## config.mk

```make
export PLATFORM = sky130hd
export DESIGN_NAME = arena_compaction_planner
export DESIGN_NICKNAME = d
export VERILOG_FILES = /design/src/rtl/acp_pkg.sv /design/src/rtl/arena_compaction_planner.sv
export SDC_FILE = /design/constraint.sdc
export NUM_CORES = 2
export LEC_CHECK = 0
export BUFFER_PORTS_ARGS = -buffer_cell sky130_fd_sc_hd__buf_2
export CELL_PAD_IN_SITES_DETAIL_PLACEMENT = 2
export CELL_PAD_IN_SITES_GLOBAL_PLACEMENT = 2
export CORE_ASPECT_RATIO = 0.8
export CORE_UTILIZATION = 43
export DETAILED_ROUTE_END_ITERATION = 12
export GPL_TIMING_DRIVEN = 0
export PLACE_DENSITY = 0.86
export SLEW_MARGIN = 30
export SYNTH_ARGS = -nofsm -noshare
export SYNTH_HDL_FRONTEND = slang
export SYNTH_SLANG_ARGS = --single-unit
```

## constraint.sdc

```tcl
create_clock -name clk -period 14.5 [get_ports clk]
set_input_delay 3.625 -clock clk [delete_from_list [all_inputs] [get_ports clk]]
set_output_delay 3.625 -clock clk [all_outputs]
set_load 0.005 [all_outputs]
```

## src/rtl/acp_pkg.sv

```systemverilog
// Shared types and constants of the arena compaction planner.
`default_nettype none
package acp_pkg;

  localparam int MAX_FREE_RANGES = 16;
  localparam int SPAN_DEPTH      = MAX_FREE_RANGES + 1;
  localparam int FREE_IDX_W      = $clog2(MAX_FREE_RANGES);
  localparam int CNT_W           = $clog2(MAX_FREE_RANGES + 2);
  localparam int DATA_W          = 32;
  localparam int CAP_W           = 34;
  localparam int CFG_IDX_W       = 2;
  localparam int KIND_W          = 3;
  localparam int GROW_W          = 66;

  // Configuration register indexes.
  localparam logic [CFG_IDX_W-1:0] REG_CURRENT_CAPACITY = 2'd0;
  localparam logic [CFG_IDX_W-1:0] REG_REQUESTED_GROWTH = 2'd1;
  localparam logic [CFG_IDX_W-1:0] REG_DEFAULT_CAPACITY = 2'd2;

  // Input commands.
  localparam logic CMD_LOAD  = 1'b0;
  localparam logic CMD_QUERY = 1'b1;

  typedef enum logic [KIND_W-1:0] {
    KIND_SPAN     = 3'd0,
    KIND_RELOC    = 3'd1,
    KIND_INVALID  = 3'd2,
    KIND_NOTCOV   = 3'd3,
    KIND_EMPTY    = 3'd4,
    KIND_OVERFLOW = 3'd5
  } kind_t;

  typedef enum logic [3:0] {
    ST_IDLE,
    ST_CAP,
    ST_SCAN,
    ST_PICK,
    ST_FLUSH,
    ST_TAIL,
    ST_DECIDE,
    ST_EMIT,
    ST_QUERY,
    ST_RESP
  } state_t;

endpackage
`default_nettype wire

```

## src/rtl/arena_compaction_planner.sv

```systemverilog
// Top level of the arena compaction planner: loader, plan sequencer and query walker.
`default_nettype none
// Load words are taken while the block is idle. A load word marked last builds
// the plan: the expanded capacity is found by doubling, one shift per cycle,
// then the kept free ranges are pulled out in order of start by repeated scans
// of the free range store, one entry per cycle, and the copy spans are then
// delivered as result words. A relocate query walks the span store one entry
// per cycle. The block takes no input word while a plan or a query is in
// progress; configuration writes are always taken.
module arena_compaction_planner (
  input  logic                          clk,
  input  logic                          rst_n,
  input  logic                          cfg_valid,
  output logic                          cfg_ready,
  input  logic [acp_pkg::CFG_IDX_W-1:0] cfg_index,
  input  logic [acp_pkg::DATA_W-1:0]    cfg_data,
  input  logic                          in_valid,
  output logic                          in_ready,
  input  logic                          in_command,
  input  logic [acp_pkg::DATA_W-1:0]    in_range_start,
  input  logic [acp_pkg::DATA_W-1:0]    in_range_count,
  input  logic                          in_last_range,
  output logic                          out_valid,
  input  logic                          out_ready,
  output logic [acp_pkg::KIND_W-1:0]    out_result_kind,
  output logic [acp_pkg::DATA_W-1:0]    out_source_start,
  output logic [acp_pkg::DATA_W-1:0]    out_dest_start,
  output logic [acp_pkg::DATA_W-1:0]    out_span_count,
  output logic [acp_pkg::CAP_W-1:0]     out_new_capacity,
  output logic [acp_pkg::DATA_W-1:0]    out_relocated_total,
  output logic                          out_last_result
);
  import acp_pkg::*;

  // Configuration registers.
  logic [DATA_W-1:0] cur_cap_r, req_grow_r, def_cap_r;

  // Free range store and plan state.
  logic [DATA_W-1:0] free_start_r [MAX_FREE_RANGES];
  logic [DATA_W-1:0] free_count_r [MAX_FREE_RANGES];
  logic [MAX_FREE_RANGES-1:0] done_r;
  logic [CNT_W-1:0] fill_r;
  logic             ovf_r;

  // Span store.
  logic [DATA_W-1:0] span_start_r [SPAN_DEPTH];
  logic [DATA_W-1:0] span_count_r [SPAN_DEPTH];
  logic [DATA_W-1:0] span_dest_r  [SPAN_DEPTH];
  logic [CNT_W-1:0]  span_total_r;

  // Sequencer working registers.
  state_t            state_r, state_nxt;
  logic [CNT_W-1:0]  idx_r;
  logic [GROW_W-1:0] grow_r;
  logic              best_found_r;
  logic [DATA_W-1:0] best_s_r;
  logic [DATA_W:0]   best_e_r;
  logic [FREE_IDX_W-1:0] best_idx_r;
  logic              have_r;
  logic [DATA_W:0]   ms_r, me_r, src_r;
  logic [DATA_W-1:0] dst_r, tot_r;
  logic [DATA_W-1:0] q_s_r, q_c_r, res_dst_r;
  kind_t             res_kind_r;

  // Output register.
  logic              out_valid_r;
  kind_t             out_kind_r;
  logic [DATA_W-1:0] out_src_r, out_dst_r, out_cnt_r, out_tot_r;
  logic [CAP_W-1:0]  out_cap_r;
  logic              out_last_r;

  logic in_acc, out_free;
  assign in_acc   = in_valid && in_ready;
  assign out_free = !out_valid_r || out_ready;

  // Capacity growth test for one doubling step.
  logic [DATA_W-1:0] floor_cap;
  logic              grow_more;
  always_comb begin
    floor_cap = (def_cap_r > req_grow_r) ? def_cap_r : req_grow_r;
    if (cur_cap_r == '0) begin
      grow_more = grow_r < {{(GROW_W-DATA_W){1'b0}}, floor_cap};
    end else begin
      grow_more = (grow_r - {{(GROW_W-DATA_W){1'b0}}, cur_cap_r})
                  < {{(GROW_W-DATA_W){1'b0}}, req_grow_r};
    end
  end

  // Store entry under the scan pointer, cut to the capacity.
  logic [DATA_W-1:0] scan_s, scan_c;
  logic [DATA_W:0]   scan_e;
  logic              scan_kept, scan_more;
  always_comb begin
    scan_s    = free_start_r[idx_r[FREE_IDX_W-1:0]];
    scan_c    = free_count_r[idx_r[FREE_IDX_W-1:0]];
    scan_e    = {1'b0, scan_s} + {1'b0, scan_c};
    if (scan_e > {1'b0, cur_cap_r}) begin
      scan_e = {1'b0, cur_cap_r};
    end
    scan_more = idx_r < fill_r;
    scan_kept = (scan_c != '0) && (scan_s < cur_cap_r)
                && !done_r[idx_r[FREE_IDX_W-1:0]]
                && (!best_found_r || scan_s < best_s_r);
  end

  logic merge_join;
  assign merge_join = have_r && (me_r >= {1'b0, best_s_r});

  // Span generator: at most one stop point per cycle.
  logic            gen_fire, gen_has_en, gen_add;
  logic [DATA_W:0] gen_stop, gen_en, gen_used;
  always_comb begin
    gen_fire   = 1'b0;
    gen_has_en = 1'b0;
    gen_stop   = ms_r;
    gen_en     = me_r;
    unique case (state_r)
      ST_PICK:  gen_fire = have_r && !merge_join;
      ST_FLUSH: gen_fire = have_r;
      ST_TAIL: begin
        gen_fire = 1'b1;
        gen_stop = {1'b0, cur_cap_r};
      end
      default: gen_fire = 1'b0;
    endcase
    gen_has_en = gen_fire && (state_r != ST_TAIL);
    gen_used   = gen_stop - src_r;
    gen_add    = gen_fire && (gen_stop > src_r);
  end

  // Span under the walk pointer against the queried allocation.
  logic [DATA_W-1:0] q_ss, q_sc;
  logic              q_hit, q_more;
  always_comb begin
    q_ss   = span_start_r[idx_r];
    q_sc   = span_count_r[idx_r];
    q_more = idx_r < span_total_r;
    q_hit  = (q_sc != '0) && (q_s_r >= q_ss)
             && (({1'b0, q_s_r} + {1'b0, q_c_r}) <= ({1'b0, q_ss} + {1'b0, q_sc}));
  end

  logic emit_last;
  assign emit_last = (idx_r == span_total_r - CNT_W'(1));

  // Next state.
  always_comb begin
    state_nxt = state_r;
    unique case (state_r)
      ST_IDLE: begin
        if (in_acc) begin
          if (in_command == CMD_QUERY) begin
            state_nxt = (in_range_count == '0) ? ST_RESP : ST_QUERY;
          end else if (in_last_range) begin
            state_nxt = ST_CAP;
          end
        end
      end
      ST_CAP: begin
        if (!grow_more) begin
          state_nxt = (ovf_r || cur_cap_r == '0) ? ST_RESP : ST_SCAN;
        end
      end
      ST_SCAN: begin
        if (!scan_more) begin
          state_nxt = best_found_r ? ST_PICK : ST_FLUSH;
        end
      end
      ST_PICK:   state_nxt = ST_SCAN;
      ST_FLUSH:  state_nxt = ST_TAIL;
      ST_TAIL:   state_nxt = ST_DECIDE;
      ST_DECIDE: state_nxt = (span_total_r == '0) ? ST_RESP : ST_EMIT;
      ST_EMIT: begin
        if (out_free && emit_last) begin
          state_nxt = ST_IDLE;
        end
      end
      ST_QUERY: begin
        if (!q_more || q_hit) begin
          state_nxt = ST_RESP;
        end
      end
      ST_RESP: begin
        if (out_free) begin
          state_nxt = ST_IDLE;
        end
      end
      default: state_nxt = ST_IDLE;
    endcase
  end

  // Handshake outputs.
  always_comb begin
    in_ready  = (state_r == ST_IDLE);
    cfg_ready = 1'b1;
  end

  // Control registers.
  always_ff @(posedge clk) begin
    if (!rst_n) begin
      state_r      <= ST_IDLE;
      cur_cap_r    <= '0;
      req_grow_r   <= '0;
      def_cap_r    <= '0;
      fill_r       <= '0;
      ovf_r        <= 1'b0;
      span_total_r <= '0;
      out_valid_r  <= 1'b0;
    end else begin
      state_r <= state_nxt;
      if (cfg_valid && cfg_ready) begin
        unique case (cfg_index)
          REG_CURRENT_CAPACITY: cur_cap_r  <= cfg_data;
          REG_REQUESTED_GROWTH: req_grow_r <= cfg_data;
          REG_DEFAULT_CAPACITY: def_cap_r  <= cfg_data;
          default: ;
        endcase
      end
      if (in_acc && in_command == CMD_LOAD) begin
        if (fill_r < CNT_W'(MAX_FREE_RANGES)) begin
          fill_r <= fill_r + CNT_W'(1);
        end else begin
          ovf_r <= 1'b1;
        end
        if (in_last_range) begin
          span_total_r <= '0;
        end
      end
      if (state_r == ST_CAP && !grow_more && (ovf_r || cur_cap_r == '0)) begin
        fill_r <= '0;
        ovf_r  <= 1'b0;
      end
      if (state_r == ST_FLUSH) begin
        fill_r <= '0;
        ovf_r  <= 1'b0;
      end
      if (gen_add) begin
        span_total_r <= span_total_r + CNT_W'(1);
      end
      if (out_valid_r && out_ready) begin
        out_valid_r <= 1'b0;
      end
      if ((state_r == ST_EMIT || state_r == ST_RESP) && out_free) begin
        out_valid_r <= 1'b1;
      end
    end
  end

  // Datapath registers.
  always_ff @(posedge clk) begin
    // Store a load word.
    if (in_acc && in_command == CMD_LOAD && fill_r < CNT_W'(MAX_FREE_RANGES)) begin
      free_start_r[fill_r[FREE_IDX_W-1:0]] <= in_range_start;
      free_count_r[fill_r[FREE_IDX_W-1:0]] <= in_range_count;
    end
    // Store a new copy span.
    if (gen_add) begin
      span_start_r[span_total_r] <= src_r[DATA_W-1:0];
      span_count_r[span_total_r] <= gen_used[DATA_W-1:0];
      span_dest_r[span_total_r]  <= dst_r;
      dst_r <= dst_r + gen_used[DATA_W-1:0];
      tot_r <= tot_r + gen_used[DATA_W-1:0];
    end
    if (gen_has_en && gen_en > src_r) begin
      src_r <= gen_en;
    end

    unique case (state_r)
      ST_IDLE: begin
        q_s_r        <= in_range_start;
        q_c_r        <= in_range_count;
        res_kind_r   <= KIND_INVALID;
        idx_r        <= '0;
        best_found_r <= 1'b0;
        have_r       <= 1'b0;
        done_r       <= '0;
        src_r        <= '0;
        dst_r        <= '0;
        tot_r        <= '0;
        grow_r       <= (cur_cap_r == '0) ? GROW_W'(1)
                                          : {{(GROW_W-DATA_W){1'b0}}, cur_cap_r};
      end
      ST_CAP: begin
        if (grow_more) begin
          grow_r <= {grow_r[GROW_W-2:0], 1'b0};
        end else begin
          res_kind_r <= ovf_r ? KIND_OVERFLOW : KIND_EMPTY;
        end
      end
      ST_SCAN: begin
        if (scan_more) begin
          idx_r <= idx_r + CNT_W'(1);
          if (scan_kept) begin
            best_found_r <= 1'b1;
            best_s_r     <= scan_s;
            best_e_r     <= scan_e;
            best_idx_r   <= idx_r[FREE_IDX_W-1:0];
          end
        end
      end
      ST_PICK: begin
        done_r[best_idx_r] <= 1'b1;
        idx_r        <= '0;
        best_found_r <= 1'b0;
        if (merge_join) begin
          if (best_e_r > me_r) begin
            me_r <= best_e_r;
          end
        end else begin
          ms_r   <= {1'b0, best_s_r};
          me_r   <= best_e_r;
          have_r <= 1'b1;
        end
      end
      ST_DECIDE: begin
        idx_r      <= '0;
        res_kind_r <= KIND_EMPTY;
      end
      ST_EMIT: begin
        if (out_free) begin
          idx_r      <= idx_r + CNT_W'(1);
          out_kind_r <= KIND_SPAN;
          out_src_r  <= span_start_r[idx_r];
          out_dst_r  <= span_dest_r[idx_r];
          out_cnt_r  <= span_count_r[idx_r];
          out_cap_r  <= emit_last ? grow_r[CAP_W-1:0] : '0;
          out_tot_r  <= emit_last ? tot_r : '0;
          out_last_r <= emit_last;
        end
      end
      ST_QUERY: begin
        if (q_more && q_hit) begin
          res_kind_r <= KIND_RELOC;
          res_dst_r  <= span_dest_r[idx_r] + (q_s_r - q_ss);
        end else if (q_more) begin
          idx_r <= idx_r + CNT_W'(1);
        end else begin
          res_kind_r <= KIND_NOTCOV;
        end
      end
      ST_RESP: begin
        if (out_free) begin
          out_kind_r <= res_kind_r;
          out_last_r <= 1'b1;
          out_tot_r  <= '0;
          out_src_r  <= '0;
          out_dst_r  <= '0;
          out_cnt_r  <= '0;
          out_cap_r  <= '0;
          unique case (res_kind_r)
            KIND_EMPTY: out_cap_r <= grow_r[CAP_W-1:0];
            KIND_INVALID: out_src_r <= q_s_r;
            KIND_NOTCOV: begin
              out_src_r <= q_s_r;
              out_cnt_r <= q_c_r;
            end
            KIND_RELOC: begin
              out_src_r <= q_s_r;
              out_dst_r <= res_dst_r;
              out_cnt_r <= q_c_r;
            end
            default: ;
          endcase
        end
      end
      default: ;
    endcase
  end

  // Result port.
  assign out_valid           = out_valid_r;
  assign out_result_kind     = out_kind_r;
  assign out_source_start    = out_src_r;
  assign out_dest_start      = out_dst_r;
  assign out_span_count      = out_cnt_r;
  assign out_new_capacity    = out_cap_r;
  assign out_relocated_total = out_tot_r;
  assign out_last_result     = out_last_r;

`ifndef SYNTH
  // The free range store never holds more than its depth.
  a_fill_bound: assert property (@(posedge clk) disable iff (!rst_n)
    fill_r <= CNT_W'(MAX_FREE_RANGES)) else $error("free range fill past depth");

  // A plan never makes more spans than the span store depth.
  a_span_bound: assert property (@(posedge clk) disable iff (!rst_n)
    span_total_r <= CNT_W'(SPAN_DEPTH)) else $error("span count past depth");

  // The scan pointer never runs beyond the fill.
  a_scan_ptr: assert property (@(posedge clk) disable iff (!rst_n)
    state_r == ST_SCAN |-> idx_r <= fill_r) else $error("scan pointer past fill");

  // Span delivery reads only stored spans.
  a_emit_ptr: assert property (@(posedge clk) disable iff (!rst_n)
    state_r == ST_EMIT |-> idx_r < span_total_r) else $error("emit pointer past spans");
`endif

endmodule
`default_nettype wire
```

==> results of run 1 <==
[Yosys cell counts (85+ instances only)]
cell / n
edfxtp_1: 3144
mux4_2: 767
nand2_1: 641
ha_1: 624
inv_1: 401
a21oi_1: 370
o21ai_0: 308
nor2_1: 274
clkbuf_1: 227
dfxtp_1: 214
a21o_1: 171
mux2i_1: 161
xnor2_1: 160
nand4_1: 113
a21boi_0: 107
and2_1: 85
[metrics by stage]
step           util, %  std cells  hold slack (ns)
2_1_floorplan        -       9106            0.426
3_3_place_gp      45.3      13959            0.431
3_5_place_dp      47.4      14316            0.451
4_1_cts           50.7      14968            0.468
[cell families after synthesis]
family                   share of synthesized area [%]
AND/OR/NAND/NOR                                   5.39
buffers and inverters                             2.02
XOR/XNOR                                          1.35
other                                          0.00503
AO/OA/AOI/OAI                                     6.24
adder cells (fa/ha/maj)                           5.74
flip-flops                                        66.1
multiplexers                                      13.2
[layer usage]
layer,GRT overflow,track usage [%]
met5,1,53.9
met4,33,64.8
met3,16,64.2
met2,48,83.4
met1,14,69.6
==> run_results.csv, run 1 <==
group,metric,value,unit
run_status,status,"aborted with a tool error",
run_status,haltStage,"global routing",
run_status,error,"[ERROR GRT-0232] Routing congestion too high. Check the congestion heatmap in the GUI.",
cts,ctsHoldBuffers,0,
placed_design,gp_congestion,0.950,
yosys,ys_ff_latch,3358,
yosys,syn-mean-instance-area,16.4,um2
yosys,syn-num-nets,9873,
placed_design,place_area,0.164,mm2
yosys,synth_cells,9106,
yosys,yosys-top-cells-area,"edfxtp_1, mux4_2, ha_1, dfxtp_1, nand2_1",
timing,endpoint_type,"register data pin",
placed_design,io_buffers,271,
placed_design,hpwl,521000,um
floorplan,rows,193,
cts,numCtsBuffers,352,
yosys,synth_edf_count,3144,
grt,grt_use_total,71.3,%
floorplan,ios,274,
placed_design,dp_slack,1.02,ns
yosys,ys_warn_count,0,
cts,cts-root-buf,"clkbuf_16",
yosys,synth_seq_area_share,66.1,%
floorplan,dieHeight,529,um
cts,postCtsResizedCells,0,
grt,antenna_found_initial,265,
grt,grt_max_degree,33,
cts,post-cts-setup-buffers,0,
cts,cts.sinks,3358,
floorplan,fp.dieW,661,um
floorplan,start_util,43.2,%
yosys,synth_top_area_share,63.2,%
yosys,synthArstFlopShare,0,%
cts,h-tree-depth,5,
yosys,synth_cell_types,91,
grt,overflow,112,
cts,clk_path_buf_depth,4,
yosys,syn_area,0.149,mm2
yosys,synthFlopType,"edfxtp_1",
timing,grt_worst_setup_endpoint,"best_e_r[13]$_DFFE_PP_/D",
yosys,yosysTopAreaCell,"edfxtp_1",
==> run 2, diff against run 1 <==
--- a/config.mk
+++ b/config.mk
@@ -6,13 +6,10 @@
 export NUM_CORES = 2
 export LEC_CHECK = 0
 export BUFFER_PORTS_ARGS = -buffer_cell sky130_fd_sc_hd__buf_2
-export CELL_PAD_IN_SITES_DETAIL_PLACEMENT = 2
-export CELL_PAD_IN_SITES_GLOBAL_PLACEMENT = 2
-export CORE_ASPECT_RATIO = 0.8
-export CORE_UTILIZATION = 43
+export CORE_UTILIZATION = 40
 export DETAILED_ROUTE_END_ITERATION = 12
 export GPL_TIMING_DRIVEN = 0
-export PLACE_DENSITY = 0.86
+export PLACE_DENSITY_LB_ADDON = 0.15
 export SLEW_MARGIN = 30
 export SYNTH_ARGS = -nofsm -noshare
 export SYNTH_HDL_FRONTEND = slang
==> constraint.sdc (replaced) <==
create_clock -name clk -period 18.9 [get_ports clk]
set_input_delay 4.725 -clock clk [delete_from_list [all_inputs] [get_ports clk]]
set_output_delay 4.725 -clock clk [all_outputs]
set_load 0.005 [all_outputs]
==> run 2 against run 1 <==
Compared with the run above: the flow now finishes without violations; area after synthesis unchanged; synthesized cell count stayed put.
==> run_results.csv, run 2 <==
group,metric,value,unit
floorplan,fp.dieW,613,um
placed_design,placedCellCount,14750,
placed_design,dp_slack,6.66,ns
finish,mostFrequentLayoutCell,"edfxtp_1",
setup_path,slowest_delay,0.73,ns
grt,grt_max_degree,36,
floorplan,ios,274,
yosys,syn_area,0.149,mm2
pwr,p_leak,59.4,nW
timing,fin_ws,6.64,ns
floorplan,dieHeight,613,um
placed_design,io_buffers,271,
yosys,synth_seq_area_share,66.1,%
yosys,syn-num-nets,9873,
yosys,ys_ff_latch,3358,
cts,clkTransAtPathRegs,0.06,ns
drt,highest_layer,"met5",
hold_path,hold_class,"reg -> reg",
yosys,synth_top_area_share,63.2,%
setup_path,path_max_fanout,10,
yosys,yosysMostFrequentCell,"edfxtp_1",
grt,grt_use_total,26.5,%
pwr,peakVddDrop,0.000116,V
cts,clk_latency,1.00,ns
timing,rsz0062_at_grt,"no",
yosys,synth_cell_types,91,
placed_design,hpwl,381000,um
setup_path,critPathKind,"reg -> reg",
drt,antenna_left,0,
finish,nFillCells,31484,
timing,finalCriticalPeriod,12.26,ns
cts,ctsHoldBuffers,0,
yosys,synth_cells,9106,
cts,postCtsResizedCells,0,
setup_path,worstPathArrival,12.95,ns
yosys,synth_edf_count,3144,
drt,wl_met3,38500,um
yosys,ys_warn_count,0,
grt,first_global_vias,88330,
finish,final_layout_size_suffix_gt1_share,22.2,%
cts,clk_path_buf_depth,4,
drt,drt-pass1-iter-count,6,
pwr,powerDensity,152,mW/mm2
setup_path,crit_path_frequent_cell,"buf_2",
yosys,synthTopCellsByCount,"edfxtp_1, mux4_2, nand2_1, ha_1, inv_1",
grt,grt_pass1_wl,693000,um
setup_path,cpMaxStageDelayCell,"clkbuf_1",
setup_path,cp-start-kind,"flop",
setup_path,end_kind,"flop",
timing,finalSetupViolations,0,
yosys,syn-mean-instance-area,16.4,um2
cts,cts-root-buf,"clkbuf_16",
yosys,synthArstFlopShare,0,%
grt,antenna_found_initial,74,
finish,final_cell_mix,"edfxtp_1, mux4_2, nand2_1, ha_1, inv_1",
drt,drt_iter0_drc,10054,
finish,final_cell_area,0.177,mm2
floorplan,start_util,40.2,%
drt,vias,90201,
finish,reg_top3,"span_count_r: 544 flops, span_dest_r: 544 flops, span_start_r: 544 flops",
placed_design,place_area,0.165,mm2
drt,drc,0,
cts,cts_tree,"yes",
drt,m1WireLength,207000,um
cts,post-cts-setup-buffers,0,
yosys,yosysTopAreaCell,"edfxtp_1",
grt,overflow,0,
placed_design,gp_congestion,0.941,
drt,wirelength,503000,um
timing,slew_headroom,25.9,%
timing,skew,0.0949,ns
floorplan,rows,224,
timing,fin_crit_sh,64.9,%
drt,met2_length,235000,um
floorplan,core_area,0.372,mm2
finish,fin_cells,15443,
timing,hold_violations,0,
timing,tightestPinTransition,1.11,ns
finish,fin_nets,10913,
drt,routedWlPerCell,32.6,um
cts,cts.sinks,3358,
run_status,status,"finished, final reports clean",
timing,slew_viol_final,0,
timing,fmaxAchievable,81.6,MHz
cts,numCtsBuffers,364,
floorplan,die_area,0.376,mm2
yosys,yosys-top-cells-area,"edfxtp_1, mux4_2, ha_1, dfxtp_1, nand2_1",
drt,vias_per_cell,5.84,
finish,area_delta_synth_final,18.7,%
yosys,synthFlopType,"edfxtp_1",
setup_path,cp.required,19.59,ns
cts,h-tree-depth,5,
job,cap_violations,0,
run 2: cell counts after synthesis:
No cell type changed its count.
run 2: logic make-up after synthesis:
family,count (synthesis),synth area share (%)
DFF,3358,66.1
other,2,0.00503
xor gates and xnor gates,230,1.35
muxes,1000,13.2
buffers and inverters,754,2.02
and+or+nand+nor,1661,5.39
AOI/OAI and AO/OA,1439,6.24
adders and majority gates,662,5.74
run 2: power by group:
group / leakage, nW / switching [mW] / total [mW] / internal (mW)
clock network: 5.82 / 3.06 / 7.21 / 4.15
registers: 29.4 / 0.494 / 9.13 / 8.64
logic: 24.2 / 6.50 / 10.6 / 4.13
run 2: critical path: cells and delay by family, from the launching register on:
family          cells  cell delay, ns
buf+inv            11            5.23
compound gates     12            3.79
mux                 2            0.80
fa+ha+maj           2            0.70
simple gates        3            0.68
xor+xnor            1            0.45
flops               1            0.30
run 2: path summary, 6_finish.rpt:
check / startpoint / endpoint / slack [ns] / depth (start not counted)
max reg2reg: flop / best_e_r[30]$_DFFE_PP_ / 6.64 / 31
max: flop / best_e_r[30]$_DFFE_PP_ / 6.64 / 31
min reg2reg: best_s_r[9]$_DFFE_PP_ / ms_r[9]$_DFFE_PP_ / 0.44 / 0
min: best_s_r[9]$_DFFE_PP_ / ms_r[9]$_DFFE_PP_ / 0.44 / 0
run 2: layout make-up:
| type | instances | area, um2 | share of cell area, % |
|---|---|---|---|
| Antenna cell | 32 | 80.1 | 0.0452 |
| Clock buffer | 466 | 9700 | 5.47 |
| Multi-Input combinational cell | 4994 | 48300 | 27.3 |
| Buffer | 353 | 1570 | 0.888 |
| Inverter | 401 | 1510 | 0.849 |
| Timing Repair Buffer | 674 | 8840 | 4.98 |
| Sequential cell | 3358 | 98700 | 55.7 |
| Clock inverter | 193 | 2330 | 1.32 |
| Tap cell | 4972 | 6220 | 3.51 |
run 2: layer usage:
layer | up-vias | global-route usage (%)
met3 | 799 | 4.49
met4 | 38 | 10.5
met1 | 47130 | 36.1
met2 | 3912 | 42.2
li1 | 38322 | -
met5 | - | 0
run 2: per-stage QoR:
| stage | power (mW) | setup TNS (ns) | hold WS, ns | utilization (%) |
|---|---|---|---|---|
| floorplan | 15.8 | 0 | 0.426 | - |
| finish | 27.0 | 0 | 0.440 | 47.7 |
| detailed placement | 19.7 | 0 | 0.434 | 44.4 |
| global placement | 19.5 | -1102.17 | 0.428 | 42.2 |
| CTS | 27.0 | 0 | 0.442 | 47.6 |
| global route | 28.2 | 0 | 0.444 | 47.7 |
(Power assumes the default switching activity.)
